## config.mk

```make
export PLATFORM = sky130hd
export DESIGN_NAME = zcv_queue
export DESIGN_NICKNAME = d
export VERILOG_FILES = /design/src/hdl/zcv_pkg.sv /design/src/hdl/zcv_queue.sv
export SDC_FILE = /design/constraint.sdc
export NUM_CORES = 1
export LEC_CHECK = 0
export ABC_AREA = 1
export BUFFER_PORTS_ARGS = -buffer_cell sky130_fd_sc_hd__buf_2
export CAP_MARGIN = 20
export CORE_ASPECT_RATIO = 0.9
export CORE_MARGIN = 1
export CORE_UTILIZATION = 47
export CTS_BUF_LIST = sky130_fd_sc_hd__clkbuf_8 sky130_fd_sc_hd__clkbuf_16
export DETAILED_ROUTE_END_ITERATION = 6
export MAX_ROUTING_LAYER = met4
export PLACE_DENSITY_LB_ADDON = 0.1
export SLEW_MARGIN = 20
export SYNTH_ARGS = -nofsm -noshare
export SYNTH_HDL_FRONTEND = slang
export SYNTH_SLANG_ARGS = --single-unit
```

## constraint.sdc

```tcl
create_clock -name clk -period 4.2 [get_ports clk]
set_clock_uncertainty 0.1 [all_clocks]
set_input_delay 0.84 -clock clk [delete_from_list [all_inputs] [get_ports clk]]
set_output_delay 0.84 -clock clk [all_outputs]
set_load 0.1 [all_outputs]
```

## src/hdl/zcv_pkg.sv

```systemverilog
// Shared types and constants of the zero-crossing variance edge detector.
`timescale 1ns / 1ps
`default_nettype none
package zcv_pkg;
  localparam int CFG_W    = 11;
  localparam int THR_W    = 8;
  localparam int LIN_W    = 22;
  localparam int ADDR_W   = 15;
  localparam int MAX_ROWS = 1024;
  localparam logic [7:0] EDGE_VALUE = 8'd255;

  typedef enum logic [1:0] {
    REG_WIDTH     = 2'd0,
    REG_HEIGHT    = 2'd1,
    REG_THRESHOLD = 2'd2
  } reg_idx_t;

  localparam logic CMD_PIXEL = 1'b0;
  localparam logic CMD_FLUSH = 1'b1;

  typedef struct packed {
    logic       cmd;
    logic [7:0] pixel_in;
  } in_item_t;

  typedef struct packed {
    logic [7:0] pixel_out;
    logic       frame_last;
  } out_item_t;

  typedef struct packed {
    logic              wr;
    logic [ADDR_W-1:0] waddr;
    logic [7:0]        wdata;
    logic              emit;
    logic [ADDR_W-1:0] caddr;
    logic [CFG_W-1:0]  row;
    logic [CFG_W-1:0]  col;
    logic              last;
  } job_t;
endpackage
`default_nettype wire

```

## src/hdl/zcv_queue.sv

```systemverilog
// Two-entry job queue between front and back.
`timescale 1ns / 1ps
`default_nettype none
module zcv_queue import zcv_pkg::*; (
  input  wire logic clk,
  input  wire logic rst_n,
  input  wire logic push,
  input  wire job_t push_job,
  output logic      full,
  input  wire logic pop,
  output logic      not_empty,
  output job_t      head
);
  job_t       ent_r [2];
  logic       rd_r, rd_nxt, wr_r, wr_nxt;
  logic [1:0] cnt_r, cnt_nxt;

  assign full      = (cnt_r == 2'd2);
  assign not_empty = (cnt_r != 2'd0);
  assign head      = ent_r[rd_r];

  always_comb begin
    rd_nxt  = pop ? ~rd_r : rd_r;
    wr_nxt  = push ? ~wr_r : wr_r;
    cnt_nxt = cnt_r + 2'(push) - 2'(pop);
  end

  always_ff @(posedge clk) begin
    if (push) ent_r[wr_r] <= push_job;
    if (!rst_n) begin
      rd_r  <= 1'b0;
      wr_r  <= 1'b0;
      cnt_r <= '0;
    end else begin
      rd_r  <= rd_nxt;
      wr_r  <= wr_nxt;
      cnt_r <= cnt_nxt;
    end
  end
endmodule
`default_nettype wire

```

==> flow_summary.toml <==
[floorplan]
start_util_pct = 48.9
fp.dieW_um = 112
dieArea_mm2 = 0.0112
die_y_um = 101
ios = 132
coreArea_mm2 = 0.0104
std_cell_rows = 35

[clocking]
cts_max_level = 4
insertion_delay_ps = 390
clock_sinks = 131
ctsHoldBuffers = 0
cts_buffers = 17
cts_buffer_depth = 2
root_buffer = "clkbuf_16"
cts_tree = "built"
clk_pin_slew_ps = 50
cts_setup_buffers = 0
cts-resized-gates = 0

[timing]
tns_ps = 0
period_share_pct = 71.3
worstMarginPinSlew_ps = 689
report.final.slew_viol_count = 0
grt_setup_unrepaired = "false"
setup_viol = 0
max_freq_mhz = 334
finalHoldViolCount = 0
relSlewSlack_pct = 54.0
final.min_clock_period_ps = 2990

[drt]
wl_per_cell_um = 15.5
wl_um = 8040
drt-initial-drc-count = 95
postRouteAntennaNets = 0
drtPass1Iterations = 6
drc = 7
viasPerCell = 4.78
num_vias = 2474

[worst_hold_path]
hold_start = "rd_r"
min_path_type = "reg2reg"

[synthesis]
synth_largest_area_cell = "edfxtp_1"
synth_top_area_share_pct = 74.6
async_flop_share_pct = 0
synth_edf_count = 126
synthFlopType = "edfxtp_1"
yosysWarnings = 0
netlist_top_cells_area = "edfxtp_1 (75%), mux2_4 (18%), buf_12 (2.4%)"
synth.net_count = 298
synth_commonest_cells = "edfxtp_1 (126), mux2_4 (60), nand2_1 (9)"
synth.yosys.seq_area_share_pct = 76.5
synthCells = 229
syn_area_mm2 = 0.00507
synth_most_common_cell = "edfxtp_1"
synth_seq_cells = 131
ys_types = 12
syn_area_per_cell_um2 = 22.2

[critical_path]
setup.worst_path.class = "reg2out"
critical_path.startpoint_type = "register"
path_max_fanout = 41
crit_chain = "buf_12 > mux2_4 > buf_2"
max_stage_delay_ps = 620
end_kind = "output pin"
worstPathArrival_ps = 2050
cp.required_ps = 3260
critPathSlowestCell = "dfxtp_4"
r2r_start = "wr_r"

[outcome]
violations = "design-rule violations"
status = "finished with violations"

[global_routing]
grt-ovfl-total = 0
grt.total_usage_pct = 15.7
grt_pass1_wl_um = 12500
grt_pass1_vias = 2624
antenna_found_initial = 1
grt_start_max_net_pins = 43

[pwr]
cellPowerDensity_mw_per_mm2 = 570
p_total_w = 0.00365
ir_drop_uv = 304
p_leak_nw = 2.61

[placement]
hpwl_um = 5180
numPortBuffers = 131
gp_congestion = 0.715

[job]
max_cap_violations = 0

[final_layout]
area_growth_pct = 26.2
drive_gt1_share_pct = 58.8
fin_nets = 445
-- cell usage in the layout, fill, tap and decap left out, drive strengths merged --
master	count
clkinv	6
clkbuf	17
clkinvlp	3
a21oi	1
nor2	8
nand2	9
ha	2
buf	135
nand3	1
dfxtp	5
bufinv	3
edfxtp	126
mux2	63
inv	9
diode	1
-- report_power, final --
group | internal, W | switching [W] | total [W]
clock network | 0.000915 | 0.000496 | 0.00141
logic | 0.000157 | 0.000541 | 0.000698
registers | 0.00151 | 0.0000263 | 0.00154
-- sequential cells by signal (all words and copies together) (netlist names), named ones only --
name and flops:
ent_r 126, cnt_r 2, rd_r 1, wr_r 1
-- path summary, 6_finish.rpt --
path | to | slack (ps) | cells past startpoint
setup / recovery | head[14] | 1210 | 3
hold / removal | rd_r | 400 | 2
hold reg to reg | rd_r | 400 | 2
setup reg to reg | ent_r[1][48] | 2460 | 3
-- worst max-delay path, delay by kind of cell (launching register included) --
family	cells	cell delay, ps
buf+inv	2	760
flops	1	620
mux	1	230
-- cell families (layout without fill, tap and decap cells) --
logic type,Yosys count,count (layout),share of synthesized area (%)
muxes,63,63,18.4
DFF,131,131,76.5
buffers and inverters,14,173,3.11
and+or+nand+nor,18,18,1.36
other,0,1,0
AOI/OAI and AO/OA,1,1,0.0985
adders and majority gates,2,2,0.493
-- final cells by class --
type	instances	area [um^2]
inverters	7	26.3
repair buffers	135	711
diodes	1	2.50
well taps	129	161
clock inverters	14	148
flip-flops and latches	131	3890
fillers	802	3980
multi-input cells	84	1040
clock buffers	17	425
-- layer usage --
layer / share of wire (%) / global-route usage (%) / wire [um]
met4: 0.87 / 7.38 / 70
met3: 4.8 / 4.63 / 384
met1: 43 / 18.2 / 3440
met2: 52 / 25.6 / 4150
met5: 0 / - / 0
-- per-stage QoR --
stage / utilization, % / instance area (um^2) / cells / hold WS, ps / setup WS [ps]
after global placement: 56.1 / 5830 / 486 / 380 / 1580
final: 61.7 / 6400 / 518 / 402 / 1210
after CTS: 61.7 / 6400 / 517 / 409 / 1130
after global routing: 61.7 / 6400 / 518 / 461 / 1100
after floorplan: - / 5070 / 229 / 363 / 91.8
after detailed placement: 56.1 / 5830 / 486 / 394 / 1570
Note: power is estimated with default switching activity, not from simulation.
