$ cat src/hdl/zcv_pkg.sv
// Shared types and constants of the zero-crossing variance edge detector.
`timescale 1ns / 1ps
`default_nettype none
package zcv_pkg;
  localparam int CFG_W    = 11;
  localparam int THR_W    = 8;
  localparam int LIN_W    = 22;
  localparam int ADDR_W   = 15;
  localparam int MAX_ROWS = 1024;
  localparam logic [7:0] EDGE_VALUE = 8'd255;

  typedef enum logic [1:0] {
    REG_WIDTH     = 2'd0,
    REG_HEIGHT    = 2'd1,
    REG_THRESHOLD = 2'd2
  } reg_idx_t;

  localparam logic CMD_PIXEL = 1'b0;
  localparam logic CMD_FLUSH = 1'b1;

  typedef struct packed {
    logic       cmd;
    logic [7:0] pixel_in;
  } in_item_t;

  typedef struct packed {
    logic [7:0] pixel_out;
    logic       frame_last;
  } out_item_t;

  typedef struct packed {
    logic              wr;
    logic [ADDR_W-1:0] waddr;
    logic [7:0]        wdata;
    logic              emit;
    logic [ADDR_W-1:0] caddr;
    logic [CFG_W-1:0]  row;
    logic [CFG_W-1:0]  col;
    logic              last;
  } job_t;
endpackage
`default_nettype wire

$ cat src/hdl/zcv_front.sv
// Front end: raster counters, emit decision and job building.
`timescale 1ns / 1ps
`default_nettype none
module zcv_front import zcv_pkg::*; #(
  parameter int MAX_WIDTH = 1024,
  parameter int AW        = 13
) (
  input  wire logic             clk,
  input  wire logic             rst_n,
  input  wire logic             in_valid,
  output logic                  in_stall,
  input  wire in_item_t         in_data,
  input  wire logic [CFG_W-1:0] cfg_width,
  input  wire logic [CFG_W-1:0] cfg_height,
  output logic [CFG_W-1:0]      w_eff,
  output logic [CFG_W-1:0]      h_eff,
  output logic                  push,
  output job_t                  push_job,
  input  wire logic             q_full
);
  localparam logic [12:0] MAXW13 = 13'(MAX_WIDTH);
  localparam logic [12:0] MAXH13 = 13'(MAX_ROWS);

  logic [CFG_W-1:0] in_col_r, in_col_nxt, in_row_r, in_row_nxt;
  logic [CFG_W-1:0] out_col_r, out_col_nxt, out_row_r, out_row_nxt;
  logic [LIN_W-1:0] in_lin_r, in_lin_nxt, out_lin_r, out_lin_nxt;
  logic [AW-1:0]    in_base_r, in_base_nxt, out_base_r, out_base_nxt;
  logic [1:0]       ahead_r, ahead_nxt;
  logic             acc, is_pix, emit;
  logic [23:0]      thresh_pos;

  always_comb begin
    if (cfg_width == '0) w_eff = CFG_W'(1);
    else if ({2'b00, cfg_width} > MAXW13) w_eff = CFG_W'(MAX_WIDTH);
    else w_eff = cfg_width;
    if (cfg_height == '0) h_eff = CFG_W'(1);
    else if ({2'b00, cfg_height} > MAXH13) h_eff = CFG_W'(MAX_ROWS);
    else h_eff = cfg_height;
  end

  assign in_stall = q_full;
  assign acc      = in_valid && !in_stall;
  assign is_pix   = (in_data.cmd == CMD_PIXEL);
  assign thresh_pos = 24'(out_lin_r) + 24'({w_eff, 1'b0}) + 24'd2;

  always_comb begin
    in_col_nxt   = in_col_r;
    in_row_nxt   = in_row_r;
    in_lin_nxt   = in_lin_r;
    in_base_nxt  = in_base_r;
    out_col_nxt  = out_col_r;
    out_row_nxt  = out_row_r;
    out_lin_nxt  = out_lin_r;
    out_base_nxt = out_base_r;
    ahead_nxt    = ahead_r;
    emit         = 1'b0;
    push_job        = '0;
    push_job.waddr  = ADDR_W'(in_base_r + in_lin_r[AW-1:0]);
    push_job.wdata  = in_data.pixel_in;
    push_job.caddr  = ADDR_W'(out_base_r + out_lin_r[AW-1:0]);
    push_job.row    = out_row_r;
    push_job.col    = out_col_r;
    if (acc) begin
      if (is_pix) begin
        push_job.wr = 1'b1;
        in_lin_nxt  = in_lin_r + LIN_W'(1);
        if (in_col_r + CFG_W'(1) >= w_eff) begin
          in_col_nxt = '0;
          in_row_nxt = in_row_r + CFG_W'(1);
        end else begin
          in_col_nxt = in_col_r + CFG_W'(1);
        end
        if (in_row_nxt >= h_eff) begin
          in_row_nxt  = '0;
          in_lin_nxt  = '0;
          in_base_nxt = in_base_r + AW'(in_lin_r + LIN_W'(1));
          if (ahead_r != 2'd3) ahead_nxt = ahead_r + 2'd1;
        end
        emit = (ahead_nxt != 2'd0) || (24'(in_lin_r) >= thresh_pos);
      end else begin
        emit = (ahead_r != 2'd0);
      end
      if (emit) begin
        out_lin_nxt = out_lin_r + LIN_W'(1);
        if (out_col_r + CFG_W'(1) >= w_eff) begin
          out_col_nxt = '0;
          out_row_nxt = out_row_r + CFG_W'(1);
        end else begin
          out_col_nxt = out_col_r + CFG_W'(1);
        end
        if (out_row_nxt >= h_eff) begin
          out_row_nxt   = '0;
          out_lin_nxt   = '0;
          out_base_nxt  = out_base_r + AW'(out_lin_r + LIN_W'(1));
          push_job.last = 1'b1;
          if (ahead_nxt != 2'd0) ahead_nxt = ahead_nxt - 2'd1;
        end
      end
    end
    push_job.emit = emit;
    push = acc && (is_pix || emit);
  end

  always_ff @(posedge clk) begin
    if (!rst_n) begin
      in_col_r   <= '0;
      in_row_r   <= '0;
      in_lin_r   <= '0;
      in_base_r  <= '0;
      out_col_r  <= '0;
      out_row_r  <= '0;
      out_lin_r  <= '0;
      out_base_r <= '0;
      ahead_r    <= '0;
    end else begin
      in_col_r   <= in_col_nxt;
      in_row_r   <= in_row_nxt;
      in_lin_r   <= in_lin_nxt;
      in_base_r  <= in_base_nxt;
      out_col_r  <= out_col_nxt;
      out_row_r  <= out_row_nxt;
      out_lin_r  <= out_lin_nxt;
      out_base_r <= out_base_nxt;
      ahead_r    <= ahead_nxt;
    end
  end
endmodule
`default_nettype wire

$ cat config.mk
export PLATFORM = sky130hd
export DESIGN_NAME = zcv_front
export DESIGN_NICKNAME = d
export VERILOG_FILES = /design/src/hdl/zcv_pkg.sv /design/src/hdl/zcv_front.sv
export SDC_FILE = /design/constraint.sdc
export NUM_CORES = 1
export LEC_CHECK = 0
export BUFFER_PORTS_ARGS = -buffer_cell sky130_fd_sc_hd__buf_2
export CORE_MARGIN = 4
export CORE_UTILIZATION = 62
export DETAILED_ROUTE_END_ITERATION = 16
export GPL_TIMING_DRIVEN = 0
export PLACE_DENSITY_LB_ADDON = 0.25
export SYNTH_ARGS = -nofsm -noshare
export SYNTH_HDL_FRONTEND = slang
export SYNTH_SLANG_ARGS = --single-unit
$ cat constraint.sdc
create_clock -name clk -period 16.6 [get_ports clk]
set_input_delay 4.98 -clock clk [delete_from_list [all_inputs] [get_ports clk]]
set_output_delay 4.98 -clock clk [all_outputs]
set_load 0.01 [all_outputs]
==> impl_metrics.yaml <==
critical_path:
  crit_top_cell: "clkbuf_1"
  cpMaxStageDelayCell: "nor2_1"
  cpLargestDelayFamily: "compound AO/OA/AOI/OAI gates"
  worst-path-buf-inv: 7
  cp-startpoint: "cfg_width[2]"
  path_max_fanout: 10
  crit_cells: 25
  startpoint_type: "input port"
  critPathArrivalTime_ns: 10.96
  criticalPathCategory: "input port to output port"
  crit_path_end_kind: "output port"
  crit_required_ns: 11.62
  rr_startpoint: "out_col_r[0]"
  max_stage_delay_ns: 0.54
  r2r_cells: 24
pwr:
  seq_power_share_pct: 37.5
  p_sw_share_pct: 25.5
  p_leak_nw: 5.45
  total_power_uw: 751
  ir_worst_vdd_mv: 0.0714
  comb_power_share_pct: 8.9
  power_density_nw_per_um2: 63.0
  pwr-share-clk_pct: 53.7
  p_switching_uw: 191
  p_int_uw: 559
global_routing:
  grt_pass1_wl_um: 46000
  grt_pass1_vias: 9673
  grt_max_degree: 17
  groute.usage.overall_pct: 30.0
  antenna_found_initial: 0
  grt-ovfl-total: 0
layout:
  drive_above_1_share_pct: 13.4
  final_nets: 1644
  syn_to_final_growth_pct: 14.1
  final_cells: 1693
  design_area_sq_um: 11900
  nFillCells: 1327
  final_cell_mix: "ha_1 (144), nor2_1 (119), nand2_1 (117), a21oi_1 (117), dfxtp_1 (116)"
  final_common_cell: "ha_1"
  fin_util_pct: 72.1
  diodes: 0
synthesis:
  postSynthAreaPerCell_sq_um: 7.86
  ys_ff_latch: 116
  synth_seq_area_share_pct: 22.2
  synth_cells: 1330
  async_flop_share_pct: 0
  synth_edf_count: 0
  synth_area_sq_um: 10400
  synthFlopType: "dfxtp_1"
  yosys_warnings: 0
  synth.distinct_cells: 74
clocking:
  cts_buffers: 17
  insertion_delay_ns: 0.43
  clockBufferDepth: 2
  tritoncts: "yes"
  ctsHoldBuffers: 0
  path_clk_slew_ns: 0.06
  cts_resized: 0
  clock_sinks: 116
  h-tree-depth: 4
  post_cts.repair.setup_buffers: 0
  clockRootBuffer: "clkbuf_16"
sta:
  finClkSkew_ns: 0.00839
  report.final.setup_viol: 0
  maxSlewHeadroom_pct: 43.6
  setup_ws_ns: 0.659
  tightestPinTransition_ns: 0.847
  fin_tns_setup_ns: 0
  period_needed_ns: 15.94
  fmax_ghz: 0.0627
  rsz0062_at_grt: "no"
  slew_violations: 0
  holdWs_ns: 0.475
  hold_viol: 0
  finalCritPeriodShare_pct: 96.0
die:
  core-area_sq_um: 16500
  fp.dieH_um: 138
  rows: 47
  ios: 122
  die_w_um: 138
  dieArea_sq_um: 19000
  initial_core_util_pct: 63.2
place:
  place_ws_ns: 0.842
  dpl-instance-area_sq_um: 11300
  place_hpwl_um: 21700
  io_buffer_count: 110
  routabilityCongestion: 0.942
  place_inst: 1661
min_path:
  hold_depth: 1
  min-delay-path-class: "flip-flop to flip-flop"
  hp-start: "in_row_r[6]"
route:
  wl_met3_um: 1900
  dr.pass1.iters: 6
  top_layer: "met4"
  drcViolationCount: 0
  wl_per_cell_um: 16.7
  met1_length_um: 12500
  vias: 10200
  vias_per_cell: 6.04
  antenna_left: 0
  wl_um: 28200
  wl_met2_um: 13100
  drt_iter0_drc: 714
flow_run:
  maxCapViolCount: 0
outcome:
  status: "completed"
==> cell type report <==
cell class | instances | area (sq um) | share of cell area [%]
repair buffers | 110 | 551 | 4.62
plain buffers | 55 | 299 | 2.51
inverters | 63 | 236 | 1.98
clock buffers | 18 | 439 | 3.68
clock inverters | 14 | 203 | 1.70
multi-input cells | 1097 | 7590 | 63.7
well taps | 220 | 275 | 2.31
flip-flops and latches | 116 | 2320 | 19.5
==> final timing paths <==
| path | endpoint | slack, ns |
|---|---|---|
| worst max-delay path | push_job[38] | 0.66 |
| worst min-delay path | in_row_r[6] | 0.48 |
| worst max register to register | out_lin_r[10] | 9.80 |
| worst min register to register | in_row_r[6] | 0.48 |
==> cells by family after synthesis <==
| group | share of synthesized area (%) |
|---|---|
| AND/OR/NAND/NOR | 22.5 |
| AO/OA/AOI/OAI | 19.9 |
| adder cells (fa/ha/maj) | 18.2 |
| XOR/XNOR | 10.7 |
| buffers and inverters | 5.13 |
| flip-flops | 22.2 |
| multiplexers | 1.27 |
| other | 0.0359 |
==> registers in the layout, indices dropped and copies added, names as in the netlist <==
signal	cells
in_lin_r	22
out_base_r	13
out_lin_r	22
in_base_r	13
in_row_r	11
ahead_r	2
out_col_r	11
in_col_r	11
out_row_r	11
==> routing by layer <==
metal	track usage, %	vias to the layer above
met5	0	-
met4	12.1	0
met3	4.78	61
met2	49.7	328
met1	39.0	4780
li1	-	5057
==> Yosys cell counts, types with 14 or more instances <==
library cell / n / share of area, %
nor2_1: 119 / 4.3
a31oi_1: 14 / 0.84
o31ai_1: 15 / 1.1
nor3_1: 31 / 1.5
a21o_1: 17 / 1.2
and3_1: 27 / 1.6
nand3_1: 44 / 2.1
nand2_1: 117 / 4.2
inv_1: 59 / 2.1
ha_1: 144 / 17
nand2b_1: 18 / 1.1
clkbuf_1: 32 / 1.1
o21ai_0: 73 / 3.5
dfxtp_1: 116 / 22
xnor2_1: 81 / 6.8
or3_1: 22 / 1.3
xor2_1: 47 / 3.9
a21oi_1: 117 / 5.6
==> power groups by stage <==
stage | registers [mW] | logic [mW] | clock network [mW]
final | 0.281 | 0.0665 | 0.403
after global routing | 0.281 | 0.0735 | 0.418
after CTS | 0.281 | 0.0655 | 0.404
after detailed placement | 0.287 | 0.0650 | 0
after global placement | 0.287 | 0.0633 | 0
after floorplan | 0.287 | 0.0410 | 0
(Power assumes the default switching activity.)
